[config.mk]
export PLATFORM = sky130hd
export DESIGN_NAME = sorted_window_trim_average
export DESIGN_NICKNAME = d
export VERILOG_FILES = /design/src/rtl/swta_pkg.sv /design/src/rtl/swta_ram.sv /design/src/rtl/sorted_window_trim_average.sv
export SDC_FILE = /design/constraint.sdc
export NUM_CORES = 1
export LEC_CHECK = 0
export BUFFER_PORTS_ARGS = -buffer_cell sky130_fd_sc_hd__buf_2
export CAP_MARGIN = 25
export CORE_MARGIN = 8
export CORE_UTILIZATION = 56
export DETAILED_ROUTE_END_ITERATION = 7
export GPL_TIMING_DRIVEN = 0
export PLACE_DENSITY = 0.82
export SYNTH_ARGS = -nofsm -noshare
export SYNTH_HDL_FRONTEND = slang
export SYNTH_SLANG_ARGS = --single-unit
export TNS_END_PERCENT = 100
[constraint.sdc]
create_clock -name clk -period 3.4 [get_ports clk]
set_input_delay 0.17 -clock clk [delete_from_list [all_inputs] [get_ports clk]]
set_output_delay 0.17 -clock clk [all_outputs]
set_load 0.02 [all_outputs]
[src/rtl/swta_pkg.sv]
// ----------------------------------------------------------------------------
// swta_pkg
// Types, constants and the control store for the sorted window trim average.
// ----------------------------------------------------------------------------
package swta_pkg;

  localparam int unsigned SAMPLE_W   = 12;
  localparam int unsigned KEEP_W     = 4;
  localparam logic [KEEP_W-1:0] KEEP_RESET = 4'd8;

  // Step counter of the sequencer
  localparam int unsigned STEP_W = 4;
  typedef logic [STEP_W-1:0] step_t;

  localparam step_t S_COLLECT = 4'd0;  // take samples into the store
  localparam step_t S_RD_A    = 4'd1;  // read the outer sort position
  localparam step_t S_LD_CUR  = 4'd2;  // hold v[a], read v[b]
  localparam step_t S_CMP     = 4'd3;  // compare and exchange, read next b
  localparam step_t S_WR_A    = 4'd4;  // write back the minimum, advance a
  localparam step_t S_RD_FST  = 4'd5;  // read the first kept entry
  localparam step_t S_LD_ACC  = 4'd6;  // seed the accumulator
  localparam step_t S_FOLD    = 4'd7;  // pairwise average over the rest
  localparam step_t S_EMIT    = 4'd8;  // hand the result to the output

  typedef enum logic [1:0] {
    RD_A,
    RD_B,
    RD_B_NEXT,
    RD_FIRST
  } rd_sel_t;

  typedef enum logic [1:0] {
    B_HOLD,
    B_LOAD_A1,
    B_LOAD_F1,
    B_INC
  } b_op_t;

  typedef enum logic [1:0] {
    ACC_HOLD,
    ACC_LOAD,
    ACC_FOLD
  } acc_op_t;

  typedef enum logic [2:0] {
    C_NONE,
    C_LAST_IN,
    C_B_MORE,
    C_A_MORE,
    C_KEEP_ONE,
    C_OUT_FREE
  } cond_t;

  // One control word: datapath strobes, then branch control
  typedef struct packed {
    logic    in_rdy;
    logic    a_clr;
    logic    a_inc;
    logic    cur_ld;
    logic    cmp_swap;
    logic    wr_a;
    logic    emit;
    rd_sel_t rd_sel;
    b_op_t   b_op;
    acc_op_t acc_op;
    cond_t   cond;
    logic    hold;    // stay on this step while the condition is false
    step_t   target;  // jump target when the condition is true
  } ctrl_word_t;

  // Control store
  function automatic ctrl_word_t ucode(input step_t step);
    ctrl_word_t w;
    w        = '0;
    w.rd_sel = RD_A;
    w.b_op   = B_HOLD;
    w.acc_op = ACC_HOLD;
    w.cond   = C_NONE;
    w.target = S_COLLECT;
    unique case (step)
      S_COLLECT: begin
        w.in_rdy = 1'b1;
        w.a_clr  = 1'b1;
        w.cond   = C_LAST_IN;
        w.hold   = 1'b1;
        w.target = S_RD_A;
      end
      S_RD_A: begin
        w.rd_sel = RD_A;
        w.b_op   = B_LOAD_A1;
      end
      S_LD_CUR: begin
        w.cur_ld = 1'b1;
        w.rd_sel = RD_B;
      end
      S_CMP: begin
        w.cmp_swap = 1'b1;
        w.rd_sel   = RD_B_NEXT;
        w.b_op     = B_INC;
        w.cond     = C_B_MORE;
        w.target   = S_CMP;
      end
      S_WR_A: begin
        w.wr_a   = 1'b1;
        w.a_inc  = 1'b1;
        w.cond   = C_A_MORE;
        w.target = S_RD_A;
      end
      S_RD_FST: begin
        w.rd_sel = RD_FIRST;
        w.b_op   = B_LOAD_F1;
      end
      S_LD_ACC: begin
        w.acc_op = ACC_LOAD;
        w.rd_sel = RD_B;
        w.cond   = C_KEEP_ONE;
        w.target = S_EMIT;
      end
      S_FOLD: begin
        w.acc_op = ACC_FOLD;
        w.rd_sel = RD_B_NEXT;
        w.b_op   = B_INC;
        w.cond   = C_B_MORE;
        w.target = S_FOLD;
      end
      S_EMIT: begin
        w.emit   = 1'b1;
        w.cond   = C_OUT_FREE;
        w.hold   = 1'b1;
        w.target = S_COLLECT;
      end
      default: begin
        w.cond   = C_NONE;
        w.hold   = 1'b0;
        w.target = S_COLLECT;
      end
    endcase
    return w;
  endfunction

endpackage

[src/rtl/swta_ram.sv]
// ----------------------------------------------------------------------------
// swta_ram
// Generic single write, single read RAM with a registered read port.
// ----------------------------------------------------------------------------
module swta_ram #(
  parameter int unsigned WIDTH = 12,
  parameter int unsigned DEPTH = 10
) (
  input  logic                     clk,
  input  logic                     we,
  input  logic [$clog2(DEPTH)-1:0] waddr,
  input  logic [WIDTH-1:0]         wdata,
  input  logic [$clog2(DEPTH)-1:0] raddr,
  output logic [WIDTH-1:0]         rdata
);

  logic [WIDTH-1:0] mem [DEPTH];

  // Write, then register the read
  always_ff @(posedge clk) begin
    if (we) begin
      mem[waddr] <= wdata;
    end
    rdata <= mem[raddr];
  end

endmodule

[src/rtl/sorted_window_trim_average.sv]
// Collecting takes one sample per cycle. After the last sample of a window the
// store is sorted in place by a selection exchange over the one read port,
// then the kept entries are folded while input is held off; input stays held
// off while a result waits on out_ready. Synchronous reset empties the window
// and sets keep to 8.
// ----------------------------------------------------------------------------
// sorted_window_trim_average
// Windowed sort and trimmed pairwise average of ADC samples, run by a
// microcoded sequencer over a sample store with one write and one read port.
// ----------------------------------------------------------------------------
module sorted_window_trim_average
  import swta_pkg::*;
#(
  parameter int unsigned WINDOW = 10
) (
  input  logic                clk,
  input  logic                rst,
  input  logic                cfg_valid,
  output logic                cfg_ready,
  input  logic [KEEP_W-1:0]   keep_count,
  input  logic                in_valid,
  output logic                in_ready,
  input  logic [SAMPLE_W-1:0] sample,
  output logic                out_valid,
  input  logic                out_ready,
  output logic [SAMPLE_W-1:0] filtered_value
);

  localparam int unsigned AW = $clog2(WINDOW);
  localparam int unsigned CW = $clog2(WINDOW + 1);
  localparam int unsigned KW = (CW > KEEP_W) ? CW : KEEP_W;

  localparam logic [CW-1:0] WIN_FULL  = CW'(WINDOW);
  localparam logic [CW-1:0] WIN_LAST  = CW'(WINDOW - 1);
  localparam logic [CW-1:0] WIN_LAST2 = CW'(WINDOW - 2);

  step_t             pc;
  step_t             pc_next;
  ctrl_word_t        cw;
  logic              cond_met;

  logic [KEEP_W-1:0] keep;
  logic [CW-1:0]     fill;
  logic [CW-1:0]     a;
  logic [CW-1:0]     b;
  logic [SAMPLE_W-1:0] cur;
  logic [SAMPLE_W-1:0] acc;

  logic [KW-1:0]     keep_ext;
  logic [CW-1:0]     keep_eff;
  logic [CW-1:0]     first;
  logic              b_more;
  logic              in_fire;
  logic              out_free;
  logic              swap;
  logic [SAMPLE_W:0] fold_sum;

  logic              ram_we;
  logic [CW-1:0]     ram_waddr;
  logic [SAMPLE_W-1:0] ram_wdata;
  logic [CW-1:0]     ram_raddr;
  logic [SAMPLE_W-1:0] ram_rdata;

  // Decode the current step
  assign cw        = ucode(pc);
  assign in_ready  = cw.in_rdy;
  assign cfg_ready = 1'b1;
  assign in_fire   = in_valid && in_ready;
  assign out_free  = !out_valid || out_ready;
  assign b_more    = (b != WIN_LAST);
  assign swap      = cw.cmp_swap && (cur > ram_rdata);
  assign fold_sum  = {1'b0, acc} + {1'b0, ram_rdata};

  // Clamp keep to 1..WINDOW, find the first kept sorted entry
  assign keep_ext = KW'(keep);
  always_comb begin
    if (keep == '0) begin
      keep_eff = CW'(1);
    end else if (keep_ext > KW'(WINDOW)) begin
      keep_eff = WIN_FULL;
    end else begin
      keep_eff = CW'(keep_ext);
    end
  end
  assign first = WIN_FULL - keep_eff;

  // Branch condition
  always_comb begin
    case (cw.cond)
      C_LAST_IN:  cond_met = in_fire && (fill == WIN_LAST);
      C_B_MORE:   cond_met = b_more;
      C_A_MORE:   cond_met = (a != WIN_LAST2);
      C_KEEP_ONE: cond_met = (b == WIN_FULL);
      C_OUT_FREE: cond_met = out_free;
      default:    cond_met = 1'b0;
    endcase
  end

  // Next step
  always_comb begin
    if (cond_met) begin
      pc_next = cw.target;
    end else if (cw.hold) begin
      pc_next = pc;
    end else begin
      pc_next = pc + step_t'(1);
    end
  end

  // Store write port: incoming sample, exchange, or write back of minimum
  always_comb begin
    ram_we    = 1'b0;
    ram_waddr = fill;
    ram_wdata = sample;
    if (in_fire) begin
      ram_we = 1'b1;
    end else if (swap) begin
      ram_we    = 1'b1;
      ram_waddr = b;
      ram_wdata = cur;
    end else if (cw.wr_a) begin
      ram_we    = 1'b1;
      ram_waddr = a;
      ram_wdata = cur;
    end
  end

  // Store read address
  always_comb begin
    case (cw.rd_sel)
      RD_A:      ram_raddr = a;
      RD_B:      ram_raddr = b;
      RD_B_NEXT: ram_raddr = b_more ? (b + CW'(1)) : b;
      RD_FIRST:  ram_raddr = first;
      default:   ram_raddr = a;
    endcase
  end

  swta_ram #(
    .WIDTH (SAMPLE_W),
    .DEPTH (WINDOW)
  ) u_store (
    .clk   (clk),
    .we    (ram_we),
    .waddr (ram_waddr[AW-1:0]),
    .wdata (ram_wdata),
    .raddr (ram_raddr[AW-1:0]),
    .rdata (ram_rdata)
  );

  // Control state
  always_ff @(posedge clk) begin
    if (rst) begin
      pc        <= S_COLLECT;
      fill      <= '0;
      keep      <= KEEP_RESET;
      out_valid <= 1'b0;
    end else begin
      pc <= pc_next;
      if (cfg_valid && cfg_ready) begin
        keep <= keep_count;
      end
      if (in_fire) begin
        fill <= (fill == WIN_LAST) ? '0 : fill + CW'(1);
      end
      if (out_valid && out_ready) begin
        out_valid <= 1'b0;
      end
      if (cw.emit && out_free) begin
        out_valid <= 1'b1;
      end
    end
  end

  // Datapath registers
  always_ff @(posedge clk) begin
    // sort indices
    if (cw.a_clr) begin
      a <= '0;
    end else if (cw.a_inc) begin
      a <= a + CW'(1);
    end
    case (cw.b_op)
      B_LOAD_A1: b <= a + CW'(1);
      B_LOAD_F1: b <= first + CW'(1);
      B_INC:     b <= b + CW'(1);
      default:   b <= b;
    endcase
    // running minimum of the exchange pass
    if (cw.cur_ld || swap) begin
      cur <= ram_rdata;
    end
    // pairwise average accumulator
    case (cw.acc_op)
      ACC_LOAD: acc <= ram_rdata;
      ACC_FOLD: acc <= fold_sum[SAMPLE_W:1];
      default:  acc <= acc;
    endcase
    // output register
    if (cw.emit && out_free) begin
      filtered_value <= acc;
    end
  end

endmodule

Yosys cells after proc, flatten, opt, wreduce, memory -nomap -nowiden --
Memories as Yosys holds them, arrays and structs flattened. A register that Yosys moved wholly into a read port is not among the register bits. Cells that the tools add are included.
Operators by class: $add $sub $neg 7, $lt $le $gt $ge 2, equal/unequal tests 26, multiplexer cells 34, reductions and logical operators 18
Operators by type and width (count):
- 2-to-1 mux 12 bit | 3
- 2-to-1 mux 4 bit | 9
- case mux 4 bit (4 select lines) | 2
- case mux 12 bit (2 select lines) | 1
- adder 4 x 1 -> 4 bit, second input constant | 5
- equality test 4 x 3 -> 1 bit, second input constant | 4
- case mux 3 bit (5 select lines) | 1
- adder 12 x 12 -> 13 bit | 1
- equality test 4 bit, second input constant | 3
- greater-than comparator 12 bit | 1
- 2-to-1 mux 1 bit | 12
- case mux 2 bit (3 select lines) | 2
- case mux 4 bit (3 select lines) | 1
- equality test 2 bit, second input constant | 5
- equality test 4 x 2 -> 1 bit, second input constant | 2
- logical NOT 4 bit | 2
- inequality test 4 bit, second input constant | 2
- OR reduction 2 bit | 4
- equality test 2 x 1 -> 1 bit, second input constant | 3
- equality test 3 x 2 -> 1 bit, second input constant | 2
- equality test 3 bit, second input constant | 2
- logical AND 1 bit | 5
- case mux 1 bit (5 select lines) | 1
- equality test 4 x 1 -> 1 bit, second input constant | 1
- 11 further kinds | 13
Word-level totals: flip-flop bits (word level) 57, bits in writable memories 120, output and inout bits 15, logic and storage cells 97, memories 1
Memory list:
- u_store.mem | depth 10, bits a word 12, read ports 1, clocked after Yosys merged registers in 1, wr ports 1, RTL line swta_ram.sv:17 | logic [WIDTH-1:0] mem [DEPTH];

Depth between registers and ports, before layout --
word-level depth 7, mapped depth 12

Cells and area by module --
From an unflattened synthesis, not the netlist that was laid out.
Unflattened totals: cell total of the unflattened synthesis 678, area, all modules 8991.1 um2
By module, submodules not included:
- swta_ram | times used 1, cells an instance 273, area an instance 5052.3 um2
- sorted_window_trim_average | times used 1, cells an instance 405, area an instance 3938.8 um2

Worst setup path before layout --
OpenSTA, ideal clock, no wires.
path kind flip-flop to flip-flop, from register pc[0], to memory u_store.mem[8][0] (enable), library setup time 0.396 ns, arrival 2.996 ns, path slack 0.007 ns, cell stages (with the launch flop) 11, path buffers 3, clock period less this slack 3.393 ns, cell sequence dfxtp_1 -> inv_1 -> ha_1 -> buf_2 -> nor2b_1 -> clkbuf_1 -> and3_1 -> buf_2 -> o32a_1 -> a221o_1 -> nor3_1
On the way: word-level cells in the longest chain between the ends 7, elaborated cells on any way between the ends 16, classes of those cells eq/ne (2); mux (11); reduce/logical (3)
RTL lines:
- start, declared | RTL line sorted_window_trim_average.sv:37 | step_t pc;
- start signal, assigned | RTL line sorted_window_trim_average.sv:159 | pc <= pc_next;
- equality test 4 x 3 -> 1 bit / equality test 4 x 2 -> 1 bit (equally long branches) | RTL line swta_pkg.sv:80 | unique case (step)
- 2-to-1 mux 1 bit | RTL line swta_pkg.sv:80
- 2-to-1 mux 1 bit / logical AND 1 bit (equally long branches) | RTL line sorted_window_trim_average.sv:121, sorted_window_trim_average.sv:71
- 2-to-1 mux 1 bit | RTL line sorted_window_trim_average.sv:117 | end else if (swap) begin
- 2-to-1 mux 1 bit | RTL line sorted_window_trim_average.sv:115 | if (in_fire) begin
- 2-to-1 mux 1 bit | RTL line swta_ram.sv:21 | if (we) begin
- 2-to-1 mux 1 bit (not written as such) | RTL line swta_ram.sv:22 | mem[waddr] <= wdata;
- end, declared | RTL line swta_ram.sv:17
Parallel ways exist; a longest one is shown, timed or not.

Final worst setup path --
Same ends and word-level chain as after synthesis.

==> out/qor.yml <==
worst_setup_path:
  crit_path_end_kind: "flip-flop"
  critPathLaunchType: "flip-flop"
  path_class: "reg2reg"
  cp-startpoint: "pc[0]"
  arrival_ps: 3350
  path_max_fanout: 11
  reg2reg_from: "pc[0]"
  required_ps: 3540
worst_hold_path:
  min_from: "out_ready"
  hp-class: "in2reg"
floorplanning:
  die_area_sq_um: 20700
  start_util_pct: 56.4
  rows: 47
  core_area_sq_um: 16300
  die_x_microns: 144
  ios: 36
  die-height_microns: 144
detailed_routing:
  routed_via_density: 6.07
  postRouteAntennaNets: 0
  drt_wl_total_microns: 20000
  vias: 5981
  dr.pass1.iters: 5
  wl_per_cell_microns: 20.3
  drcViolationCount: 0
  drtIter0Drc: 435
finish:
  num-fill-cells: 1136
  syn_to_final_growth_pct: 15.8
  layout.nets: 810
  drive_gt1_share_pct: 24.6
  insertedDiodeCount: 0
  mostFrequentLayoutCells: "edfxtp_1 (160), buf_2 (43), nand2_1 (36), ha_1 (36), inv_1 (32)"
  utilization_pct: 65.3
  fin_area_sq_um: 10600
  multiInputGateArea_sq_um: 3600
  final_common_cell: "edfxtp_1"
  regArea_sq_um: 5390
clocking:
  clk_pin_slew_worst_paths_ps: 70
  cts_sinks: 189
  cts_root_buf: "clkbuf_16"
  cts_max_level: 4
  ctsLongestPathBuffers: 2
  numCtsBuffers: 17
  cts_tree: "yes"
  clk_latency_ps: 440
yosys:
  syn_avg_cell_area_sq_um: 13.6
  yosys-top-cells-area: "edfxtp_1 (52%), dfxtp_1 (6.3%), ha_1 (4.9%), mux2i_1 (3.3%), mux2_1 (2.9%)"
  netlist.top_cell.by_area: "edfxtp_1"
  synth_area_sq_um: 9180
  ys_async_sr_fraction_pct: 0
  yosysSeqAreaShare_pct: 58.7
  synth_edf_count: 160
  ys.flop_type: "edfxtp_1"
  ys_ff_latch: 189
  synth_cells: 677
  synth_nets: 735
  synth_top_area_share_pct: 52.3
  netlist-cell-type-count: 73
  ys.warnings.count: 0
sta:
  fin_skew_ps: 16.9
  report.final.slew_viol_count: 0
  timing.final.crit_share_pct: 94.5
  max_freq_mhz: 311
  rsz0062_at_grt: "no"
  finalHoldViolCount: 0
  fin_crit_ps: 3210
  whs_ps: 24.6
  slew_headroom_pct: 54.9
  tightest_slew_ps: 668
  setup_viol: 0
power:
  ir_worst_vdd_mv: 0.373
  p_per_area_nw_per_um2: 582
  finalPower_w: 0.00618
  leakagePower_nw: 3.70
global_routing:
  grt_max_degree: 22
  antenna_found_initial: 0
  grt_pass1_vias: 5900
  gr-total-overflow: 0
  track_usage_pct: 20.3
  grt_pass1_wl_microns: 31800
place:
  gp_congestion: 0.914
  portBuffers: 33
  dpl.hpwl_microns: 14600
  place_area_sq_um: 9770
job:
  cap_violations: 0
status:
  status: "finished, final reports clean"
-- repair_timing --
action                                  in CTS  in global routing
hold buffers                                 5                  0
buffers inserted                             5                  4
resized for setup                           12                  8
endpoints found under the setup margin      81                127
pin swaps                                    4                  4
hold endpoints to repair                     6                  0
-- logic make-up after synthesis --
group           count (synthesis)  share of synthesized area (%)
flops                         189                           58.7
simple gates                  147                           8.22
compound gates                145                           13.7
mux                            78                           9.16
buf+inv                        65                           3.67
fa+ha+maj                      37                           5.12
xor+xnor                       15                           1.43
other cells                     1                         0.0408
-- registers in the layout, indices dropped and copies added (netlist names) --
| signal | cells |
|---|---|
| filtered_value | 12 |
| cur | 12 |
| fill | 4 |
| pc | 4 |
| acc | 12 |
| a | 4 |
| b | 4 |
| keep | 4 |
| u_store.mem | 120 |
| out_valid | 1 |
| u_store.rdata | 12 |
-- report_power, final --
group | total, W | leakage, nW | internal [W] | switching [W]
sequential | 0.00290 | 1.69 | 0.00277 | 0.000131
clock | 0.00199 | 0.288 | 0.00100 | 0.000990
combinational | 0.00129 | 1.72 | 0.000553 | 0.000735
-- worst paths after layout --
check | end | slack (ps) | cells past startpoint
max | u_store.mem[8][0] | 190 | 11
min reg2reg | cur[10] | 450 | 0
max reg2reg | u_store.mem[8][0] | 190 | 11
min | out_valid | 20 | 3
-- per-stage QoR --
step | setup WS [ps] | setup TNS (ps) | instances
after global routing | 5.56 | 0 | 985
after global placement | -860 | -93220 | 930
final | 187 | 0 | 985
after floorplan | 7.49 | 0 | 677
after CTS | 11.7 | 0 | 981
after detailed placement | -337 | -13390 | 939
-- area by class of cell --
type	instances	share of cell area [%]
Sequential cell	189	50.7
Multi-Input combinational cell	423	33.9
Clock buffer	17	4.00
Timing Repair Buffer	56	3.81
Tap cell	220	2.59
Buffer	32	2.04
Clock inverter	15	1.84
Inverter	33	1.18
-- Yosys cell counts (4+ instances only) --
cell type  instances
a2111oi_2         12
a211oi_1           4
a211oi_2          12
a21o_1             5
a21oi_1           21
and3_1             5
buf_2             11
buf_6              5
clkbuf_1          12
dfxtp_1           29
edfxtp_1         160
ha_1              36
inv_1             32
mux2_1            24
mux2_2            24
mux2i_1           30
nand2_1           36
nand3_1           12
nor2_1            26
nor2b_1           19
nor3_1            20
o211ai_1           4
o21a_1             6
o21ai_0           21
o221ai_1           6
o31a_1             4
o32ai_1           13
or3_1              5
xnor2_1           12
-- critical path, stage by stage, from the launching register on --
cell and delay, ps:
dfxtp_1 390, inv_1 150, ha_1 220, buf_2 170, nor2b_1 150, clkbuf_2 170, and3_1 250, clkbuf_4 210
o32a_1 400, a221o_1 350, nor3_2 240, buf_6 220
-- metal layers --
layer / global-route usage (%) / vias to the layer above / wire, microns
met4: 8.47 / 0 / 489
met3: 3.20 / 42 / 1310
li1: - / 2757 / -
met1: 26.2 / 2922 / 8390
met2: 33.6 / 260 / 9840
met5: 0 / - / 0
Note: power is estimated with default switching activity, not from simulation.
